[src/hw/rtl/temperature_day_statistics_defines.svh]
// Assertion macros shared by the day statistics RTL.
`ifndef TEMPERATURE_DAY_STATISTICS_DEFINES_SVH
`define TEMPERATURE_DAY_STATISTICS_DEFINES_SVH

// Same-cycle implication, sampled on clock, off during reset.
`define TDS_ASSERT_IMP(lbl, ante, cons, msg) \
   lbl: assert property (@(posedge clock) disable iff (reset) (ante) |-> (cons)) \
      else $error(msg);

// Next-cycle implication, sampled on clock, off during reset.
`define TDS_ASSERT_NXT(lbl, ante, cons, msg) \
   lbl: assert property (@(posedge clock) disable iff (reset) (ante) |=> (cons)) \
      else $error(msg);

`endif

[src/hw/rtl/tds_pkg.sv]
// Shared constants, codes and control types of the day statistics logger.
`timescale 1ns / 1ps
`default_nettype none
package tds_pkg;

   localparam int TEMP_W     = 16;
   localparam int SLOT_W     = 3;
   localparam int CNT_W      = 11;
   localparam int FILL_W     = 4;
   localparam int TICK_W     = 8;
   localparam int MSUM_W     = 20;
   localparam int DSUM_W     = 27;
   localparam int STEP_W     = 5;
   localparam int OP_W       = 2;
   localparam int CSR_IDX_W  = 2;
   localparam int CSR_DATA_W = 11;

   localparam logic [SLOT_W-1:0] WEEK_SLOTS         = 3'd7;
   localparam logic [CNT_W-1:0]  MAX_DAY_ENTRIES    = 11'd1440;
   localparam logic [FILL_W-1:0] MAX_MINUTE_SAMPLES = 4'd10;

   localparam logic signed [TEMP_W-1:0] EMPTY_MIN = 16'sd15000;
   localparam logic signed [TEMP_W-1:0] EMPTY_MAX = -16'sd27200;

   localparam logic [TICK_W-1:0] SECONDS_RESET = 8'd60;
   localparam logic [FILL_W-1:0] SAMPLES_RESET = 4'd1;
   localparam logic [CNT_W-1:0]  ENTRIES_RESET = 11'd1440;

   localparam logic [OP_W-1:0] OP_TICK  = 2'd0;
   localparam logic [OP_W-1:0] OP_CLOSE = 2'd1;
   localparam logic [OP_W-1:0] OP_READ  = 2'd2;

   localparam logic [CSR_IDX_W-1:0] CSR_SECONDS = 2'd0;
   localparam logic [CSR_IDX_W-1:0] CSR_SAMPLES = 2'd1;
   localparam logic [CSR_IDX_W-1:0] CSR_ENTRIES = 2'd2;

   localparam logic KIND_CLOSE = 1'b0;
   localparam logic KIND_READ  = 1'b1;

   typedef struct packed {
      logic capture;
      logic tick;
      logic div_start;
      logic log_entry;
      logic close_day;
      logic read_slot;
   } tds_cmd_type;

   typedef struct packed {
      logic [OP_W-1:0] op;
      logic            entry_due;
      logic            slot_ok;
      logic            div_busy;
   } tds_status_type;

endpackage
`default_nettype wire

[src/hw/rtl/tds_if.sv]
// Handshake channel interfaces: request, response and register write.
`timescale 1ns / 1ps
`default_nettype none
interface tds_req_if;
   import tds_pkg::*;
   logic                     valid;
   logic                     ready;
   logic [OP_W-1:0]          operation;
   logic signed [TEMP_W-1:0] temperature;
   logic [SLOT_W-1:0]        day_slot;
   modport source (output valid, operation, temperature, day_slot, input ready);
   modport sink (input valid, operation, temperature, day_slot, output ready);
endinterface

interface tds_rsp_if;
   import tds_pkg::*;
   logic                     valid;
   logic                     ready;
   logic                     result_kind;
   logic [SLOT_W-1:0]        slot;
   logic signed [TEMP_W-1:0] day_min;
   logic signed [TEMP_W-1:0] day_max;
   logic signed [TEMP_W-1:0] day_avg;
   logic [CNT_W-1:0]         entry_count;
   logic                     day_empty;
   modport source (output valid, result_kind, slot, day_min, day_max, day_avg,
                   entry_count, day_empty, input ready);
   modport sink (input valid, result_kind, slot, day_min, day_max, day_avg,
                 entry_count, day_empty, output ready);
endinterface

interface tds_csr_if;
   import tds_pkg::*;
   logic                  valid;
   logic                  ready;
   logic [CSR_IDX_W-1:0]  index;
   logic [CSR_DATA_W-1:0] data;
   modport source (output valid, index, data, input ready);
   modport sink (input valid, index, data, output ready);
endinterface
`default_nettype wire

[src/hw/rtl/temperature_day_statistics.sv]
// From the accepting edge: a tick without an entry ends in EXEC; a tick that makes an
// entry goes through divider load, the 27-step shared divider run and LOG; close day
// goes the same way to CLOSE, read slot to READ; both wait for a free result register.
// One beat at a time. A result waits in an output register while the next beat is taken.
// Reset (synchronous): config registers to defaults, day cleared, week ring zeroed.
// Register writes are taken every cycle.
`timescale 1ns / 1ps
`default_nettype none
module temperature_day_statistics (
   input  wire logic clock,
   input  wire logic reset,
   tds_req_if.sink   req_ch,
   tds_rsp_if.source rsp_ch,
   tds_csr_if.sink   csr_ch
);
   import tds_pkg::*;

   tds_cmd_type    cmd;
   tds_status_type status;

   assign csr_ch.ready = 1'b1;

   tds_ctrl u_ctrl (
      .clock     (clock),
      .reset     (reset),
      .req_valid (req_ch.valid),
      .req_ready (req_ch.ready),
      .rsp_valid (rsp_ch.valid),
      .rsp_ready (rsp_ch.ready),
      .cmd       (cmd),
      .status    (status)
   );

   tds_datapath u_datapath (
      .clock           (clock),
      .reset           (reset),
      .cmd             (cmd),
      .status          (status),
      .req_operation   (req_ch.operation),
      .req_temperature (req_ch.temperature),
      .req_day_slot    (req_ch.day_slot),
      .csr_write       (csr_ch.valid),
      .csr_index       (csr_ch.index),
      .csr_data        (csr_ch.data),
      .rsp_result_kind (rsp_ch.result_kind),
      .rsp_slot        (rsp_ch.slot),
      .rsp_day_min     (rsp_ch.day_min),
      .rsp_day_max     (rsp_ch.day_max),
      .rsp_day_avg     (rsp_ch.day_avg),
      .rsp_entry_count (rsp_ch.entry_count),
      .rsp_day_empty   (rsp_ch.day_empty)
   );

endmodule
`default_nettype wire

[src/hw/rtl/tds_div.sv]
// Shared signed divider, restoring, one quotient bit per cycle, truncates toward zero.
`timescale 1ns / 1ps
`default_nettype none
module tds_div (
   input  wire logic                              clock,
   input  wire logic                              reset,
   input  wire logic                              start,
   input  wire logic signed [tds_pkg::DSUM_W-1:0] dividend,
   input  wire logic [tds_pkg::CNT_W-1:0]         divisor,
   output logic                                   busy,
   output logic signed [tds_pkg::TEMP_W-1:0]      quotient
);
   import tds_pkg::*;

   logic              busy_ff, busy_in;
   logic [STEP_W-1:0] step_ff, step_in;
   logic              neg_ff, neg_in;
   logic [CNT_W-1:0]  rem_ff, rem_in;
   logic [DSUM_W-1:0] quo_ff, quo_in;
   logic [CNT_W-1:0]  dsr_ff, dsr_in;

   logic [DSUM_W-1:0] mag;
   logic [CNT_W:0]    rem_sh;
   logic              fits;
   logic [TEMP_W-1:0] q_mag;

   assign mag    = dividend[DSUM_W-1] ? (~dividend + 1'b1) : dividend;
   assign rem_sh = {rem_ff, quo_ff[DSUM_W-1]};
   assign fits   = rem_sh >= {1'b0, dsr_ff};

   always_comb begin
      busy_in = busy_ff;
      step_in = step_ff;
      neg_in  = neg_ff;
      rem_in  = rem_ff;
      quo_in  = quo_ff;
      dsr_in  = dsr_ff;
      if (start) begin
         busy_in = 1'b1;
         step_in = STEP_W'(DSUM_W - 1);
         neg_in  = dividend[DSUM_W-1];
         rem_in  = '0;
         quo_in  = mag;
         dsr_in  = divisor;
      end else if (busy_ff) begin
         // shift one dividend bit in, subtract where the divisor fits
         rem_in  = fits ? CNT_W'(rem_sh - {1'b0, dsr_ff}) : rem_sh[CNT_W-1:0];
         quo_in  = {quo_ff[DSUM_W-2:0], fits};
         step_in = step_ff - 1'b1;
         if (step_ff == '0) begin
            busy_in = 1'b0;
         end
      end
   end

   always_ff @(posedge clock) begin
      if (reset) begin
         busy_ff <= 1'b0;
      end else begin
         busy_ff <= busy_in;
      end
      step_ff <= step_in;
      neg_ff  <= neg_in;
      rem_ff  <= rem_in;
      quo_ff  <= quo_in;
      dsr_ff  <= dsr_in;
   end

   assign q_mag    = quo_ff[TEMP_W-1:0];
   assign busy     = busy_ff;
   assign quotient = neg_ff ? (~q_mag + 1'b1) : q_mag;

endmodule
`default_nettype wire

[src/hw/rtl/tds_ctrl.sv]
// Sequencer: accepts a beat, steps it through tick, divide, log, close or read.
`timescale 1ns / 1ps
`default_nettype none
`include "temperature_day_statistics_defines.svh"
module tds_ctrl (
   input  wire logic                    clock,
   input  wire logic                    reset,
   input  wire logic                    req_valid,
   output logic                         req_ready,
   output logic                         rsp_valid,
   input  wire logic                    rsp_ready,
   output tds_pkg::tds_cmd_type         cmd,
   input  wire tds_pkg::tds_status_type status
);
   import tds_pkg::*;

   localparam logic [2:0] S_IDLE     = 3'd0;
   localparam logic [2:0] S_EXEC     = 3'd1;
   localparam logic [2:0] S_DIV_LOAD = 3'd2;
   localparam logic [2:0] S_DIV_RUN  = 3'd3;
   localparam logic [2:0] S_LOG      = 3'd4;
   localparam logic [2:0] S_CLOSE    = 3'd5;
   localparam logic [2:0] S_READ     = 3'd6;

   logic [2:0] state_ff, state_in;
   logic       rsp_valid_ff, rsp_valid_in;
   logic       out_free;

   assign out_free  = !rsp_valid_ff || rsp_ready;
   assign req_ready = state_ff == S_IDLE;
   assign rsp_valid = rsp_valid_ff;

   always_comb begin
      cmd           = '0;
      cmd.capture   = (state_ff == S_IDLE) && req_valid;
      cmd.tick      = (state_ff == S_EXEC) && (status.op == OP_TICK);
      cmd.div_start = state_ff == S_DIV_LOAD;
      cmd.log_entry = state_ff == S_LOG;
      cmd.close_day = (state_ff == S_CLOSE) && out_free;
      cmd.read_slot = (state_ff == S_READ) && out_free;
   end

   always_comb begin
      state_in = state_ff;
      case (state_ff)
         S_IDLE: begin
            if (req_valid) begin
               state_in = S_EXEC;
            end
         end
         S_EXEC: begin
            case (status.op)
               OP_TICK:  state_in = status.entry_due ? S_DIV_LOAD : S_IDLE;
               OP_CLOSE: state_in = S_DIV_LOAD;
               OP_READ:  state_in = status.slot_ok ? S_READ : S_IDLE;
               default:  state_in = S_IDLE;
            endcase
         end
         S_DIV_LOAD: state_in = S_DIV_RUN;
         S_DIV_RUN: begin
            if (!status.div_busy) begin
               state_in = (status.op == OP_CLOSE) ? S_CLOSE : S_LOG;
            end
         end
         S_LOG: state_in = S_IDLE;
         S_CLOSE, S_READ: begin
            // hold until the output register is free
            if (out_free) begin
               state_in = S_IDLE;
            end
         end
         default: state_in = S_IDLE;
      endcase
   end

   always_comb begin
      rsp_valid_in = rsp_valid_ff;
      if (cmd.close_day || cmd.read_slot) begin
         rsp_valid_in = 1'b1;
      end else if (rsp_ready) begin
         rsp_valid_in = 1'b0;
      end
   end

   always_ff @(posedge clock) begin
      if (reset) begin
         state_ff     <= S_IDLE;
         rsp_valid_ff <= 1'b0;
      end else begin
         state_ff     <= state_in;
         rsp_valid_ff <= rsp_valid_in;
      end
   end

   `TDS_ASSERT_NXT(a_div_starts, cmd.div_start, status.div_busy, "divider did not start")
   `TDS_ASSERT_IMP(a_result_op, cmd.close_day || cmd.read_slot,
                   status.op == OP_CLOSE || status.op == OP_READ, "result for wrong op")

endmodule
`default_nettype wire

[src/hw/rtl/tds_datapath.sv]
// Datapath: config registers, tick and minute state, day statistics, week store, output.
`timescale 1ns / 1ps
`default_nettype none
`include "temperature_day_statistics_defines.svh"
module tds_datapath (
   input  wire logic                              clock,
   input  wire logic                              reset,
   input  wire tds_pkg::tds_cmd_type              cmd,
   output tds_pkg::tds_status_type                status,
   input  wire logic [tds_pkg::OP_W-1:0]          req_operation,
   input  wire logic signed [tds_pkg::TEMP_W-1:0] req_temperature,
   input  wire logic [tds_pkg::SLOT_W-1:0]        req_day_slot,
   input  wire logic                              csr_write,
   input  wire logic [tds_pkg::CSR_IDX_W-1:0]     csr_index,
   input  wire logic [tds_pkg::CSR_DATA_W-1:0]    csr_data,
   output logic                                   rsp_result_kind,
   output logic [tds_pkg::SLOT_W-1:0]             rsp_slot,
   output logic signed [tds_pkg::TEMP_W-1:0]      rsp_day_min,
   output logic signed [tds_pkg::TEMP_W-1:0]      rsp_day_max,
   output logic signed [tds_pkg::TEMP_W-1:0]      rsp_day_avg,
   output logic [tds_pkg::CNT_W-1:0]              rsp_entry_count,
   output logic                                   rsp_day_empty
);
   import tds_pkg::*;

   // configuration
   logic [TICK_W-1:0] spl_ff;
   logic [FILL_W-1:0] spm_ff;
   logic [CNT_W-1:0]  dent_ff;

   // captured item
   logic [OP_W-1:0]          item_op_ff;
   logic signed [TEMP_W-1:0] item_temp_ff;
   logic [SLOT_W-1:0]        item_slot_ff;

   // logger state
   logic [TICK_W-1:0]        tick_count_ff;
   logic signed [MSUM_W-1:0] minute_sum_ff;
   logic [FILL_W-1:0]        minute_fill_ff;
   logic signed [TEMP_W-1:0] running_min_ff;
   logic signed [TEMP_W-1:0] running_max_ff;
   logic signed [DSUM_W-1:0] running_sum_ff;
   logic [CNT_W-1:0]         logged_count_ff;
   logic [SLOT_W-1:0]        next_slot_ff;
   logic [3*TEMP_W-1:0]      week_store_ff [WEEK_SLOTS];

   // output register
   logic                     out_kind_ff;
   logic [SLOT_W-1:0]        out_slot_ff;
   logic signed [TEMP_W-1:0] out_min_ff;
   logic signed [TEMP_W-1:0] out_max_ff;
   logic signed [TEMP_W-1:0] out_avg_ff;
   logic [CNT_W-1:0]         out_count_ff;
   logic                     out_empty_ff;

   logic [TICK_W-1:0]        tick_inc;
   logic                     sample;
   logic [FILL_W-1:0]        n_clamp;
   logic signed [MSUM_W-1:0] msum_add;
   logic [FILL_W-1:0]        fill_add;
   logic [CNT_W-1:0]         limit;
   logic signed [DSUM_W-1:0] div_dividend;
   logic [CNT_W-1:0]         div_divisor;
   logic                     div_busy;
   logic signed [TEMP_W-1:0] div_q;
   logic signed [TEMP_W-1:0] close_avg;
   logic [3*TEMP_W-1:0]      read_rec;

   assign tick_inc = tick_count_ff + 1'b1;
   assign sample   = tick_inc == spl_ff;
   assign n_clamp  = (spm_ff == '0) ? FILL_W'(1) :
                     (spm_ff > MAX_MINUTE_SAMPLES) ? MAX_MINUTE_SAMPLES : spm_ff;
   assign msum_add = minute_sum_ff + {{(MSUM_W-TEMP_W){item_temp_ff[TEMP_W-1]}}, item_temp_ff};
   assign fill_add = minute_fill_ff + 1'b1;
   assign limit    = (dent_ff > MAX_DAY_ENTRIES) ? MAX_DAY_ENTRIES : dent_ff;

   always_comb begin
      if (item_op_ff == OP_CLOSE) begin
         div_dividend = running_sum_ff;
         div_divisor  = logged_count_ff;
      end else begin
         div_dividend = {{(DSUM_W-MSUM_W){minute_sum_ff[MSUM_W-1]}}, minute_sum_ff};
         div_divisor  = {{(CNT_W-FILL_W){1'b0}}, minute_fill_ff};
      end
   end

   tds_div u_div (
      .clock    (clock),
      .reset    (reset),
      .start    (cmd.div_start),
      .dividend (div_dividend),
      .divisor  (div_divisor),
      .busy     (div_busy),
      .quotient (div_q)
   );

   assign close_avg = (logged_count_ff == '0) ? '0 : div_q;
   assign read_rec  = week_store_ff[item_slot_ff];

   always_comb begin
      status           = '0;
      status.op        = item_op_ff;
      status.entry_due = sample && (fill_add >= n_clamp);
      status.slot_ok   = item_slot_ff < WEEK_SLOTS;
      status.div_busy  = div_busy;
   end

   always_ff @(posedge clock) begin
      if (reset) begin
         spl_ff  <= SECONDS_RESET;
         spm_ff  <= SAMPLES_RESET;
         dent_ff <= ENTRIES_RESET;
      end else if (csr_write) begin
         case (csr_index)
            CSR_SECONDS: spl_ff  <= csr_data[TICK_W-1:0];
            CSR_SAMPLES: spm_ff  <= csr_data[FILL_W-1:0];
            CSR_ENTRIES: dent_ff <= csr_data[CNT_W-1:0];
            default: ;
         endcase
      end
   end

   always_ff @(posedge clock) begin
      if (cmd.capture) begin
         item_op_ff   <= req_operation;
         item_temp_ff <= req_temperature;
         item_slot_ff <= req_day_slot;
      end
   end

   always_ff @(posedge clock) begin
      if (reset) begin
         tick_count_ff   <= '0;
         minute_sum_ff   <= '0;
         minute_fill_ff  <= '0;
         running_min_ff  <= EMPTY_MIN;
         running_max_ff  <= EMPTY_MAX;
         running_sum_ff  <= '0;
         logged_count_ff <= '0;
         next_slot_ff    <= '0;
         for (int i = 0; i < WEEK_SLOTS; i++) begin
            week_store_ff[i] <= '0;
         end
      end else begin
         if (cmd.tick) begin
            tick_count_ff <= sample ? '0 : tick_inc;
            if (sample) begin
               minute_sum_ff  <= msum_add;
               minute_fill_ff <= fill_add;
            end
         end
         // minute operands go into the divider on this edge; restart the minute
         if (cmd.div_start && (item_op_ff != OP_CLOSE)) begin
            minute_sum_ff  <= '0;
            minute_fill_ff <= '0;
         end
         if (cmd.log_entry && (logged_count_ff < limit)) begin
            if (div_q < running_min_ff) begin
               running_min_ff <= div_q;
            end
            if (div_q > running_max_ff) begin
               running_max_ff <= div_q;
            end
            running_sum_ff  <= running_sum_ff + {{(DSUM_W-TEMP_W){div_q[TEMP_W-1]}}, div_q};
            logged_count_ff <= logged_count_ff + 1'b1;
         end
         if (cmd.close_day) begin
            week_store_ff[next_slot_ff] <= {running_min_ff, running_max_ff, close_avg};
            next_slot_ff    <= (next_slot_ff == WEEK_SLOTS - 1'b1) ? '0 : next_slot_ff + 1'b1;
            running_min_ff  <= EMPTY_MIN;
            running_max_ff  <= EMPTY_MAX;
            running_sum_ff  <= '0;
            logged_count_ff <= '0;
         end
      end
   end

   always_ff @(posedge clock) begin
      if (cmd.close_day) begin
         out_kind_ff  <= KIND_CLOSE;
         out_slot_ff  <= next_slot_ff;
         out_min_ff   <= running_min_ff;
         out_max_ff   <= running_max_ff;
         out_avg_ff   <= close_avg;
         out_count_ff <= logged_count_ff;
         out_empty_ff <= logged_count_ff == '0;
      end else if (cmd.read_slot) begin
         out_kind_ff  <= KIND_READ;
         out_slot_ff  <= item_slot_ff;
         out_min_ff   <= read_rec[3*TEMP_W-1:2*TEMP_W];
         out_max_ff   <= read_rec[2*TEMP_W-1:TEMP_W];
         out_avg_ff   <= read_rec[TEMP_W-1:0];
         out_count_ff <= '0;
         out_empty_ff <= 1'b0;
      end
   end

   assign rsp_result_kind = out_kind_ff;
   assign rsp_slot        = out_slot_ff;
   assign rsp_day_min     = out_min_ff;
   assign rsp_day_max     = out_max_ff;
   assign rsp_day_avg     = out_avg_ff;
   assign rsp_entry_count = out_count_ff;
   assign rsp_day_empty   = out_empty_ff;

   `TDS_ASSERT_IMP(a_count_bound, 1'b1, logged_count_ff <= MAX_DAY_ENTRIES,
                   "day entry count past limit")
   `TDS_ASSERT_IMP(a_fill_bound, 1'b1, minute_fill_ff <= MAX_MINUTE_SAMPLES,
                   "minute fill past sample limit")
   `TDS_ASSERT_IMP(a_read_in_ring, cmd.read_slot, item_slot_ff < WEEK_SLOTS,
                   "read beyond week ring")

endmodule
`default_nettype wire
[src/flat_wrapper.sv]
// flat-port wrapper written by rule: the top's interface ports become plain ports
module temperature_day_statistics_flat import tds_pkg::*;
  (clock, reset, req_ch_valid, req_ch_operation, req_ch_temperature, req_ch_day_slot, req_ch_ready, rsp_ch_valid, rsp_ch_result_kind, rsp_ch_slot, rsp_ch_day_min, rsp_ch_day_max, rsp_ch_day_avg, rsp_ch_entry_count, rsp_ch_day_empty, rsp_ch_ready, csr_ch_valid, csr_ch_index, csr_ch_data, csr_ch_ready);
  tds_req_if req_ch_i ();
  tds_rsp_if rsp_ch_i ();
  tds_csr_if csr_ch_i ();
  input  wire logic clock;
  input  wire logic reset;
  input wire logic [$bits(req_ch_i.valid)-1:0] req_ch_valid;
  input wire logic [$bits(req_ch_i.operation)-1:0] req_ch_operation;
  input wire logic [$bits(req_ch_i.temperature)-1:0] req_ch_temperature;
  input wire logic [$bits(req_ch_i.day_slot)-1:0] req_ch_day_slot;
  output wire logic [$bits(req_ch_i.ready)-1:0] req_ch_ready;
  output wire logic [$bits(rsp_ch_i.valid)-1:0] rsp_ch_valid;
  output wire logic [$bits(rsp_ch_i.result_kind)-1:0] rsp_ch_result_kind;
  output wire logic [$bits(rsp_ch_i.slot)-1:0] rsp_ch_slot;
  output wire logic [$bits(rsp_ch_i.day_min)-1:0] rsp_ch_day_min;
  output wire logic [$bits(rsp_ch_i.day_max)-1:0] rsp_ch_day_max;
  output wire logic [$bits(rsp_ch_i.day_avg)-1:0] rsp_ch_day_avg;
  output wire logic [$bits(rsp_ch_i.entry_count)-1:0] rsp_ch_entry_count;
  output wire logic [$bits(rsp_ch_i.day_empty)-1:0] rsp_ch_day_empty;
  input wire logic [$bits(rsp_ch_i.ready)-1:0] rsp_ch_ready;
  input wire logic [$bits(csr_ch_i.valid)-1:0] csr_ch_valid;
  input wire logic [$bits(csr_ch_i.index)-1:0] csr_ch_index;
  input wire logic [$bits(csr_ch_i.data)-1:0] csr_ch_data;
  output wire logic [$bits(csr_ch_i.ready)-1:0] csr_ch_ready;
  assign req_ch_i.valid = req_ch_valid;
  assign req_ch_i.operation = req_ch_operation;
  assign req_ch_i.temperature = req_ch_temperature;
  assign req_ch_i.day_slot = req_ch_day_slot;
  assign req_ch_ready = req_ch_i.ready;
  assign rsp_ch_valid = rsp_ch_i.valid;
  assign rsp_ch_result_kind = rsp_ch_i.result_kind;
  assign rsp_ch_slot = rsp_ch_i.slot;
  assign rsp_ch_day_min = rsp_ch_i.day_min;
  assign rsp_ch_day_max = rsp_ch_i.day_max;
  assign rsp_ch_day_avg = rsp_ch_i.day_avg;
  assign rsp_ch_entry_count = rsp_ch_i.entry_count;
  assign rsp_ch_day_empty = rsp_ch_i.day_empty;
  assign rsp_ch_i.ready = rsp_ch_ready;
  assign csr_ch_i.valid = csr_ch_valid;
  assign csr_ch_i.index = csr_ch_index;
  assign csr_ch_i.data = csr_ch_data;
  assign csr_ch_ready = csr_ch_i.ready;
  temperature_day_statistics u_core (.clock(clock), .reset(reset), .req_ch(req_ch_i), .rsp_ch(rsp_ch_i), .csr_ch(csr_ch_i));
endmodule
[config.mk]
export PLATFORM = sky130hd
export DESIGN_NAME = temperature_day_statistics_flat
export DESIGN_NICKNAME = d
export VERILOG_FILES = /design/src/hw/rtl/tds_pkg.sv /design/src/hw/rtl/tds_if.sv /design/src/hw/rtl/temperature_day_statistics.sv /design/src/hw/rtl/tds_div.sv /design/src/hw/rtl/tds_ctrl.sv /design/src/hw/rtl/tds_datapath.sv /design/src/flat_wrapper.sv
export VERILOG_INCLUDE_DIRS = /design/src /design/src/hw/rtl
export SDC_FILE = /design/constraint.sdc
export NUM_CORES = 1
export LEC_CHECK = 0
export ABC_CLOCK_PERIOD_IN_PS = 5600
export BUFFER_PORTS_ARGS = -buffer_cell sky130_fd_sc_hd__buf_2
export CORE_MARGIN = 4
export CORE_UTILIZATION = 52
export CTS_BUF_LIST = sky130_fd_sc_hd__clkbuf_4 sky130_fd_sc_hd__clkbuf_8
export DETAILED_ROUTE_END_ITERATION = 12
export PLACE_DENSITY = 0.69
export SLEW_MARGIN = 20
export SYNTH_ARGS = -nofsm -noshare
export SYNTH_HDL_FRONTEND = slang
export SYNTH_SLANG_ARGS = --single-unit
[constraint.sdc]
create_clock -name clock -period 5.6 [get_ports clock]
set_clock_uncertainty 0.05 [all_clocks]
set_input_delay 1.12 -clock clock [delete_from_list [all_inputs] [get_ports clock]]
set_output_delay 1.12 -clock clock [all_outputs]
set_load 0.03 [all_outputs]
==> results of run 1 <==
## cell families after synthesis
family	synth area share
AO/OA/AOI/OAI	0.0910
XOR/XNOR	0.0292
adder cells (fa/ha/maj)	0.0448
buffers and inverters	0.0342
flip-flops	0.561
multiplexers	0.106
other	0.000118
AND/OR/NAND/NOR	0.134
## metrics by stage
stage,instance area (sq um),hold WS [ps]
final,35600,404
after global routing,35600,426
after CTS,35600,404
after detailed placement,33100,396
after global placement,33100,389
after floorplan,31800,379
## where the power goes
group	switching (mW)	leakage [nW]	internal (mW)
logic	1.22	6.28	0.898
registers	0.267	6.24	5.50
clock network	2.00	1.33	2.64
## worst register-to-register path, stage by stage, from the launching register on
cell and delay, ps:
edfxtp_1 510, or2_2 370, or4b_1 570, or2_4 300, o31ai_4 200, xnor2_2 350
ha_1 500, and3_1 260, nand2_1 90, nor4bb_1 370, o31ai_1 170, a211oi_1 340
nor2_1 120, o21bai_1 150, mux2_2 340, o21ai_0 60
## synth_stat cells, drive strengths merged (32+ instances only)
library cell	number
inv	124
mux2i	111
o21ai	144
edfxtp	459
nand2	333
clkbuf	123
dfxtp	201
buf	32
nor2	395
xnor2	70
mux4	96
a21oi	159
ha	108
nor3	36
xor2	35
## layout make-up
cell class              count  area share
clock inverters            31     0.00794
clock buffers             178      0.0616
well taps                 782      0.0275
flip-flops and latches    660       0.500
multi-input cells        1882       0.363
repair buffers            154      0.0263
diodes                      1   0.0000703
inverters                 124      0.0131
## metal layers
metal | GRT usage | vias up
met2 | 0.425 | 928
met4 | 0.0948 | 4
met3 | 0.0489 | 212
met5 | 0 | -
li1 | - | 10384
met1 | 0.320 | 10808
## worst min-delay path by stage
stage                     cells past startpoint  slack, ps                                                 from                                                  end
after floorplan                               2        380   u_core.u_datapath.week_store_ff[6][3]$_SDFFE_PP0P_   u_core.u_datapath.week_store_ff[6][3]$_SDFFE_PP0P_
after global placement                        2        390  u_core.u_datapath.week_store_ff[6][35]$_SDFFE_PP0P_  u_core.u_datapath.week_store_ff[6][35]$_SDFFE_PP0P_
after detailed placement                      2        400   u_core.u_datapath.week_store_ff[6][3]$_SDFFE_PP0P_   u_core.u_datapath.week_store_ff[6][3]$_SDFFE_PP0P_
after CTS                                     2        400   u_core.u_datapath.week_store_ff[6][3]$_SDFFE_PP0P_   u_core.u_datapath.week_store_ff[6][3]$_SDFFE_PP0P_
after global routing                          2        430  u_core.u_datapath.week_store_ff[6][46]$_SDFFE_PP0P_  u_core.u_datapath.week_store_ff[6][46]$_SDFFE_PP0P_
final                                         2        400  u_core.u_datapath.week_store_ff[6][23]$_SDFFE_PP0P_  u_core.u_datapath.week_store_ff[6][23]$_SDFFE_PP0P_
## flip-flops by register name (all words and copies together) (netlist names), 4 cells and up, named ones only
signal and count:
u_core.u_datapath.week_store_ff 384, u_core.u_datapath.running_sum_ff 27, u_core.u_datapath.u_div.quo_ff 27, u_core.u_datapath.minute_sum_ff 20
u_core.u_datapath.item_temp_ff 16, u_core.u_datapath.rsp_day_avg 16, u_core.u_datapath.rsp_day_max 16, u_core.u_datapath.rsp_day_min 16
u_core.u_datapath.running_max_ff 16, u_core.u_datapath.running_min_ff 16, u_core.u_datapath.dent_ff 11, u_core.u_datapath.logged_count_ff 11
u_core.u_datapath.rsp_entry_count 11, u_core.u_datapath.u_div.dsr_ff 11, u_core.u_datapath.u_div.rem_ff 11, u_core.u_datapath.spl_ff 8
u_core.u_datapath.tick_count_ff 8, u_core.u_datapath.u_div.step_ff 5, u_core.u_datapath.minute_fill_ff 4, u_core.u_datapath.spm_ff 4
==> impl_metrics.csv, run 1 <==
group,metric,value,unit
global_route,grt.total_usage,0.250,
timing,finalMaxSlewViolations,0,
placement,placed_cells,3602,
cts,tritoncts.num_buffers,110,
setup_path,worstReg2RegStart,"u_core.u_datapath.u_div.quo_ff[0]$_DFFE_PP_",
global_route,maximum_number_of_pins_on_one_net_before_global_route_repair,84,
setup_path,reg2reg_slack,790,ps
status,status,"finished clean",
floorplanning,floorplan.rows,90,
cts,clkTransAtPathRegs,60,ps
pwr,cellPowerDensity,352,nW/um^2
placement,dpl.hpwl,51.5,mm
cells_and_area,filler_cell_count,4908,
logic_synthesis,synthesis.instances,2821,
global_route,global_route_wire_length_before_repair,126,mm
cells_and_area,post_layout_nonfiller_instances,3812,
floorplanning,floorplan.die.height,255,um
setup_path,critical_path_required,6200,ps
cts,cts_setup_buffers,0,
logic_synthesis,synth.lib_cells_used.distinct,77,
floorplanning,fp.dieArea,65100,sq um
logic_synthesis,synth-warning-count,0,
logic_synthesis,fraction_of_the_yosys_area_taken_by_sequential_cells,0.561,
timing,slew_headroom,0.283,
global_route,sum_of_overflow_across_all_layers_after_global_routing,0,
timing,rsz0062_at_grt,"no",
route,post_drt_via_cell_ratio,5.86,
route,wirelength,81.3,mm
placement,gp_congestion,0.875,
setup_path,crit_path_start,"u_core.u_datapath.u_div.quo_ff[0]$_DFFE_PP_",
timing,post_route_setup_slack,790,ps
setup_path,critPathCapture,"u_core.u_datapath.running_sum_ff[24]$_SDFFE_PP0P_",
logic_synthesis,synth-seq-cells,660,
route,met3WireLength,6.32,mm
hold_path,hp-class,"reg -> reg",
global_route,antenna_found_initial,4,
setup_path,worstSetupPathType,"reg -> reg",
setup_path,crit_path_top_delay_cell,"or4b_1",
logic_synthesis,postSynth.asyncResetShare,0,
timing,finalHoldViolCount,0,
cells_and_area,post_route_utilization,0.590,
setup_path,end_kind,"register",
cts,cts_htree_levels,3,
cts,post_cts.resized_instances,0,
setup_path,ff2ff_path_depth,15,
cts,cts.sink_count,660,
placement,port_buffers,104,
logic_synthesis,postSynthNetCount,2971,
route,wl_met1,32.6,mm
setup_path,crit_path_max_incr_delay,570,ps
logic_synthesis,synthesis.area_per_instance,11.3,sq um
pwr,ir_worst_vdd,193,uV
setup_path,rr_endpoint,"u_core.u_datapath.running_sum_ff[24]$_SDFFE_PP0P_",
logic_synthesis,synth-edff-count,459,
timing,layout_worst_path_cycle_share,0.859,
floorplanning,die_w,255,um
route,drt_first_pass_iters,6,
floorplanning,io-pin-count,106,
timing,setup_viol,0,
floorplanning,placeable_core_region,60400,sq um
setup_path,cp-start-kind,"register",
setup_path,timing.critical_path.fanout_max,17,
setup_path,arrival,5410,ps
cells_and_area,multi_input_comb_area,12900,sq um
pwr,total_power_consumption,12.5,mW
route,antenna_left,0,
cts,cts_tree,"done",
timing,final_period_minus_worst_setup_slack,4810,ps
route,wl_per_cell,21.3,um
timing,worst-slew-pin-transition,1070,ps
cts,clock_insertion_delay_worst_skew,760,ps
setup_path,cp.buffers_inverters,0,
cells_and_area,flow.area_growth_from_synthesis,12.2,%
logic_synthesis,post_synth_instance_area,31800,sq um
cts,deepest_clock_path_buffer_count,3,
global_route,first_global_vias,22615,
cells_and_area,layout.cells.most_common_list,"459 x edfxtp_1, 392 x nor2_1, 330 x nand2_1, 198 x dfxtp_1, 157 x a21oi_1",
pwr,cellLeakagePower,13.8,nW
cells_and_area,layout.area.seq,17800,sq um
floorplanning,floorplan.initialDensity,0.526,
cells_and_area,layout.cells.most_common,"edfxtp_1",
run,maximum_capacitance_violations,0,
cells_and_area,drive_gt1_frac,0.168,
setup_path,timing.critical_path.depth,15,
cells_and_area,final_net_count,3082,
route,wl_met2,39.4,mm
route,uppermost_routed_layer,"met5",
logic_synthesis,synth_top_cells_by_area,"edfxtp_1 43%, dfxtp_1 13%, mux4_2 6.8%",
route,initial_drt_markers,1822,
timing,setup_total_negative_slack,0,ps
logic_synthesis,netlist.top_cell.by_area,"edfxtp_1",
timing,fmax,0.208,GHz
cts,ctsRootBufferMaster,"clkbuf_8",
cts,post_cts_hold_buffer_count,0,
setup_path,crit_family,"simple AND/OR/NAND/NOR gates",
logic_synthesis,yosys.area.top_type_share,0.434,
route,route.detailed.drc,0,
setup_path,cp_cell_sequence,"or2_2 -> or4b_1 -> or2_4 -> o31ai_4 -> xnor2_2 -> ha_1 -> and3_1 -> nand2_1 -> nor4bb_1 -> o31ai_1 -> a211oi_1 -> nor2_1 -> o21bai_1 -> mux2_2 -> o21ai_0",
route,dr_total_vias,22336,
placement,setup_slack_at_placement,786,ps
logic_synthesis,synth_top_flop_cell,"edfxtp_1",
No activity file was read; power rests on OpenSTA's default activity.
==> inputs of run 2 (changes only) <==
Settings changed: ABC_AREA set to 1.
==> run 2 against run 1 <==
Hold slack improved by 3.6 ps. Count of clock-buffer cells in the layout fell by 23. Combinational power rose by 69%. Area after synthesis increased by 3.1%. Via count increased by 18%. Non-clock buffer count decreased by 11. Cell count increased by 24%. Setup slack improved by 720 ps. Design area rose by 1.6%. Utilization decreased by 0.68 points. Register-to-register slack improved by 720 ps. Die area rose by 3.0%. Critical endpoint is now u_core.u_datapath.running_max_ff[7]$_SDFFE_PP1P_. Largest power group unchanged. Highest routed layer is now met4.
==> impl_metrics.csv, run 2 <==
group,metric,value,unit
route,drt_first_pass_iters,6,
cts,tritoncts.num_buffers,108,
timing,slew_headroom,0.262,
timing,finalMaxSlewViolations,0,
cts,clkTransAtPathRegs,60,ps
cts,ctsRootBufferMaster,"clkbuf_8",
pwr,switching_power,4.67,mW
status,status,"finished clean",
cts,cts.sink_count,660,
timing,rsz0062_at_grt,"no",
pwr,clkPwrFrac,0.315,
cells_and_area,largest_registers,"u_core.u_datapath.week_store_ff: 384 flops, u_core.u_datapath.running_sum_ff: 27 flops, u_core.u_datapath.u_div.quo_ff: 27 flops",
logic_synthesis,synth_commonest_cells,"657 x nor2_1, 585 x nand2_1, 459 x edfxtp_1, 435 x o21ai_0, 321 x inv_1",
logic_synthesis,cell_with_the_most_instances_after_synthesis,"nor2_1",
setup_path,arrival,4630,ps
pwr,total_power_consumption,13.7,mW
cells_and_area,post_route_utilization,0.583,
floorplanning,die_w,259,um
floorplanning,fp.dieArea,67100,sq um
global_route,grt.total_usage,0.257,
timing,post_route_setup_slack,1510,ps
timing,layout_worst_path_cycle_share,0.730,
logic_synthesis,postSynth.asyncResetShare,0,
route,wl_per_cell,18.6,um
placement,placed_cells,4522,
floorplanning,placeable_core_region,62100,sq um
cells_and_area,post_layout_nonfiller_instances,4726,
logic_synthesis,synth-edff-count,459,
cts,cts_setup_buffers,0,
pwr,cellLeakagePower,14.5,nW
cts,clock_insertion_delay_worst_skew,730,ps
global_route,first_global_vias,24925,
logic_synthesis,synthesis.area_per_instance,8.80,sq um
placement,gp_congestion,0.904,
cts,cts_htree_levels,3,
cts,deepest_clock_path_buffer_count,3,
timing,setup_total_negative_slack,0,ps
cells_and_area,largest_register_ffs,384,
global_route,antenna_found_initial,1,
floorplanning,floorplan.rows,91,
run,maximum_capacitance_violations,0,
logic_synthesis,yosys.area.top_type_share,0.421,
setup_path,timing.critical_path.fanout_max,17,
cells_and_area,flow.area_growth_from_synthesis,10.5,%
route,dr_total_vias,26353,
cts,post_cts.resized_instances,0,
hold_path,hp-class,"reg -> reg",
route,wirelength,87.8,mm
global_route,maximum_number_of_pins_on_one_net_before_global_route_repair,97,
pwr,power_frac_comb,0.263,
route,initial_drt_markers,2201,
global_route,sum_of_overflow_across_all_layers_after_global_routing,0,
route,antenna_left,0,
cells_and_area,layout.cells.most_common,"nor2_1",
pwr,relative_contribution_of_sequential_cells_to_total_power,0.422,
floorplanning,floorplan.die.height,259,um
logic_synthesis,post_synth_instance_area,32800,sq um
floorplanning,io-pin-count,106,
timing,final_period_minus_worst_setup_slack,4090,ps
placement,port_buffers,104,
cells_and_area,final_net_count,3945,
timing,worst-slew-pin-transition,1110,ps
route,post_drt_via_cell_ratio,5.58,
cells_and_area,top_register_by_number_of_flip_flops,"u_core.u_datapath.week_store_ff",
cells_and_area,drive_gt1_frac,0.0990,
floorplanning,floorplan.initialDensity,0.528,
logic_synthesis,synth-warning-count,0,
setup_path,cp-start-kind,"register",
pwr,power.internal,9.02,mW
logic_synthesis,synth.lib_cells_used.distinct,49,
cts,post_cts_hold_buffer_count,0,
logic_synthesis,synth_top_flop_cell,"edfxtp_1",
logic_synthesis,netlist.top_cell.by_area,"edfxtp_1",
timing,setup_viol,0,
cells_and_area,layout.cells.most_common_list,"656 x nor2_1, 577 x nand2_1, 459 x edfxtp_1, 435 x o21ai_0, 318 x inv_1",
pwr,ir_worst_vdd,234,uV
timing,finalHoldViolCount,0,
placement,setup_slack_at_placement,1310,ps
cts,cts_tree,"done",
logic_synthesis,synth_top_cells_by_area,"edfxtp_1 42%, dfxtp_1 12%, nor2_1 7.5%",
timing,fmax,0.245,GHz
logic_synthesis,synth-seq-cells,660,
logic_synthesis,fraction_of_the_yosys_area_taken_by_sequential_cells,0.544,
setup_path,end_kind,"register",
setup_path,critical_path_required,6140,ps
pwr,p_sw_frac,0.341,
placement,dpl.hpwl,57.1,mm
logic_synthesis,postSynthNetCount,3872,
pwr,cellPowerDensity,378,nW/um^2
cells_and_area,filler_cell_count,5529,
global_route,global_route_wire_length_before_repair,138,mm
setup_path,worstSetupPathType,"reg -> reg",
route,route.detailed.drc,0,
logic_synthesis,synthesis.instances,3722,
==> run 2: cell types whose count changed after synthesis, moves of 111 or more <==
| cell | before | now |
|---|---|---|
| o21ai_0 | 133 | 435 |
| mux2i_1 | 111 | 0 |
| nand2_1 | 333 | 585 |
| nand3_1 | 28 | 189 |
| nor2_1 | 395 | 657 |
| inv_1 | 124 | 321 |
==> run 2: final cells by class <==
class | count | area, sq um | share of cell area
antenna | 1 | 2.50 | 0.0000691
sequential | 660 | 17800 | 0.492
multi-input combinational | 2543 | 13000 | 0.359
tap | 837 | 1050 | 0.0289
timing repair buffer | 143 | 826 | 0.0228
clock inverter | 48 | 343 | 0.00947
clock buffer | 155 | 1890 | 0.0522
inverter | 339 | 1280 | 0.0354
==> run 2: power by group through the flow <==
| stage | sequential, mW | clock, mW | combinational [mW] |
|---|---|---|---|
| finish | 5.78 | 4.31 | 3.59 |
| global route | 5.81 | 4.63 | 4.03 |
| CTS | 5.78 | 4.38 | 3.56 |
| detailed placement | 5.88 | 0 | 3.55 |
| global placement | 5.88 | 0 | 3.50 |
| floorplan | 5.84 | 0 | 2.57 |
==> run 2: logic make-up after synthesis <==
| kind of cell | share of synthesized area |
|---|---|
| buffers and inverters | 0.0624 |
| xor gates and xnor gates | 0.0195 |
| and+or+nand+nor | 0.191 |
| other | 0.000114 |
| AOI/OAI and AO/OA | 0.140 |
| DFF | 0.544 |
| adders and majority gates | 0.0434 |
==> run 2: metrics by stage <==
| step | hold WS [ps] | area (sq um) |
|---|---|---|
| after CTS | 411 | 36200 |
| after floorplan | 379 | 32800 |
| final | 408 | 36200 |
| after detailed placement | 396 | 34000 |
| after global routing | 426 | 36200 |
| after global placement | 388 | 34000 |
==> run 2: routing by layer <==
layer | GRT usage | routed length (um)
met3 | 0.0389 | 6120
met5 | 0 | 0
met2 | 0.426 | 41800
met1 | 0.354 | 38000
met4 | 0.0718 | 1780
==> run 2: final timing paths <==
check	depth (start not counted)	slack [ps]	end	startpoint
worst min register to register	2	410	u_core.u_datapath.running_max_ff[15]$_SDFFE_PP1P_	u_core.u_datapath.running_max_ff[15]$_SDFFE_PP1P_
worst min-delay path	2	410	u_core.u_datapath.running_max_ff[15]$_SDFFE_PP1P_	u_core.u_datapath.running_max_ff[15]$_SDFFE_PP1P_
worst max register to register	19	1510	u_core.u_datapath.running_max_ff[7]$_SDFFE_PP1P_	u_core.u_datapath.u_div.quo_ff[0]$_DFFE_PP_
worst max-delay path	19	1510	u_core.u_datapath.running_max_ff[7]$_SDFFE_PP1P_	u_core.u_datapath.u_div.quo_ff[0]$_DFFE_PP_
==> run 2: critical path: stages (launching register included) <==
cell	delay (ps)
edfxtp_1	430
inv_1	230
ha_1	210
nand3_1	110
nor3_2	180
inv_1	100
nor2_1	130
nand3_1	80
nand2_1	80
xor2_1	660
ha_1	220
nand2_1	70
nor4_1	280
nand2_1	90
nand3_1	70
nand3_1	100
nor2_4	290
inv_1	330
nand2_1	150
nand3_1	80
==> inputs of run 3 (changes only) <==
Settings changed: ABC_AREA 1 to 0, ABC_CLOCK_PERIOD_IN_PS 5600 to 3800.
Clock period 5.6 ns to 3.8 ns, I/O delays scaled along.
==> run 3 against run 2 <==
The run now ends with setup timing left. Sequential power rose by 46%. Utilization rose by 2.7 points. Clock power rose by 53%. Cell count fell by 17%. Design area rose by 1.8%. Total power rose by 36%.
==> impl_metrics.csv, run 3 (same netlist as run 1, synthesis figures left out) <==
group,metric,value,unit
cts,ctsRootBufferMaster,"clkbuf_8",
route,wl_per_cell,21.1,um
global_route,global_route_wire_length_before_repair,129,mm
timing,final_period_minus_worst_setup_slack,3970,ps
route,drt_first_pass_iters,5,
setup_path,crit_path_top_delay_cell,"edfxtp_1",
cells_and_area,flow.area_growth_from_synthesis,16.0,%
route,post_drt_via_cell_ratio,5.83,
cells_and_area,layout.cells.most_common,"edfxtp_1",
cells_and_area,layout.cells.most_common_list,"459 x edfxtp_1, 390 x nor2_1, 329 x nand2_1, 198 x dfxtp_1, 154 x a21oi_1",
pwr,ir_worst_vdd,343,uV
cells_and_area,largest_registers,"u_core.u_datapath.week_store_ff: 384 flops, u_core.u_datapath.running_sum_ff: 27 flops, u_core.u_datapath.u_div.quo_ff: 27 flops",
setup_path,critical_path_required,4400,ps
floorplanning,fp.dieArea,65100,sq um
cts,cts_tree,"done",
floorplanning,floorplan.initialDensity,0.526,
cts,clkTransAtPathRegs,70,ps
floorplanning,io-pin-count,106,
route,route.detailed.drc,0,
setup_path,cp_cell_sequence,"buf_4 -> inv_1 -> ha_1 -> nand2_1 -> or3_4 -> o21ai_0 -> xnor2_1 -> ha_1 -> buf_4 -> a22oi_1 -> a21oi_1 -> a31oi_1 -> o21ai_2 -> a211oi_1 -> o31ai_1 -> xnor2_1 -> a211oi_1",
setup_path,crit_path_max_incr_delay,420,ps
setup_path,reg2reg_slack,-170,ps
cells_and_area,top_register_by_number_of_flip_flops,"u_core.u_datapath.week_store_ff",
cts,tritoncts.num_buffers,108,
pwr,cellLeakagePower,14.5,nW
cells_and_area,post_route_utilization,0.610,
cts,post_cts_hold_buffer_count,0,
setup_path,timing.critical_path.fanout_max,7,
floorplanning,floorplan.rows,90,
cts,clock_insertion_delay_worst_skew,740,ps
global_route,grt.total_usage,0.255,
status,status,"finished, violations left",
floorplanning,floorplan.die.height,255,um
timing,setup_viol,20,
route,initial_drt_markers,1776,
cts,cts.sink_count,660,
cts,deepest_clock_path_buffer_count,3,
cells_and_area,drive_gt1_frac,0.210,
pwr,cellPowerDensity,504,nW/um^2
setup_path,arrival,4570,ps
placement,dpl.hpwl,54.8,mm
placement,gp_congestion,0.875,
route,wirelength,82.9,mm
timing,rsz0062_at_grt,"yes",
setup_path,cp-start-kind,"register",
cells_and_area,largest_register_ffs,384,
setup_path,crit_family,"compound AO/OA/AOI/OAI gates",
timing,layout_worst_path_cycle_share,1.05,
timing,worst-slew-pin-transition,1020,ps
status,failed_checks,"setup timing",
pwr,total_power_consumption,18.6,mW
route,dr_total_vias,22863,
global_route,sum_of_overflow_across_all_layers_after_global_routing,0,
cts,cts_htree_levels,3,
global_route,first_global_vias,22902,
run,maximum_capacitance_violations,0,
timing,finalMaxSlewViolations,0,
floorplanning,die_w,255,um
timing,setup_total_negative_slack,-1150,ps
hold_path,hp-class,"in -> reg",
setup_path,end_kind,"register",
timing,slew_headroom,0.314,
global_route,antenna_found_initial,2,
global_route,maximum_number_of_pins_on_one_net_before_global_route_repair,84,
timing,fmax,0.252,GHz
floorplanning,placeable_core_region,60400,sq um
setup_path,cp.buffers_inverters,3,
timing,post_route_setup_slack,-173,ps
timing,fin_hold_ws,147,ps
timing,finalHoldViolCount,0,
cells_and_area,final_net_count,3196,
route,antenna_left,0,
setup_path,worstSetupPathType,"reg -> reg",
placement,port_buffers,104,
## run 3: cell types whose count changed in the layout (fill, tap and decap cells not counted), sizes merged, moves of 43 or more
cell    delta
mux2i    +111
xnor2     +43
nand2    -257
o221ai    -64
o21ai    -295
inv      -205
nor2     -274
nand3    -161
buf      +127
mux4      +96
a21oi     -79
## run 3: worst paths after layout
kind / start / endpoint / cells after the start
max reg2reg: u_core.u_datapath.u_div.quo_ff[0]$_DFFE_PP_ / u_core.u_datapath.running_sum_ff[25]$_SDFFE_PP0P_ / 17
min: req_ch_operation[0] / u_core.u_datapath.item_op_ff[0]$_DFFE_PP_ / 1
min reg2reg: u_core.u_datapath.week_store_ff[6][42]$_SDFFE_PP0P_ / u_core.u_datapath.week_store_ff[6][42]$_SDFFE_PP0P_ / 2
max: u_core.u_datapath.u_div.quo_ff[0]$_DFFE_PP_ / u_core.u_datapath.running_sum_ff[25]$_SDFFE_PP0P_ / 17
## run 3: repair_timing
item / in CTS / in global routing
pin swaps: 13 / 5
hold endpoints to repair: 0 / 0
setup buffers: 4 / 3
resized for setup: 25 / 24
setup endpoints to repair: 44 / 48
gates cloned: 1 / 0
## run 3: metal layers
metal | global-route usage | vias to the layer above | share of wire | routed length [um]
li1 | - | 10598 | - | -
met1 | 0.341 | 11227 | 0.42 | 34400
met2 | 0.434 | 863 | 0.49 | 40500
met3 | 0.0416 | 173 | 0.070 | 5820
met4 | 0.0740 | 2 | 0.026 | 2180
met5 | 0 | - | 0.00014 | 12
## run 3: power breakdown
part	internal [mW]	leakage, nW	switching, mW
sequential	8.10	6.24	0.352
combinational	1.60	7.01	1.95
clock	3.67	1.27	2.91
## run 3: cell type report
type,count,area (sq um)
Sequential cell,660,17800
Antenna cell,1,2.50
Clock buffer,178,2160
Fill cell,4832,23500
Timing Repair Buffer,270,2010
Tap cell,782,978
Inverter,124,465
Clock inverter,26,198
Multi-Input combinational cell,1882,13200
## run 3: through the flow
step,area (sq um),worst slack [ps],std cells
floorplan,31800,-321,2821
global placement,34200,-344,3710
detailed placement,34200,-358,3710
CTS,36700,-201,3919
global route,36800,-371,3923
finish,36800,-173,3923
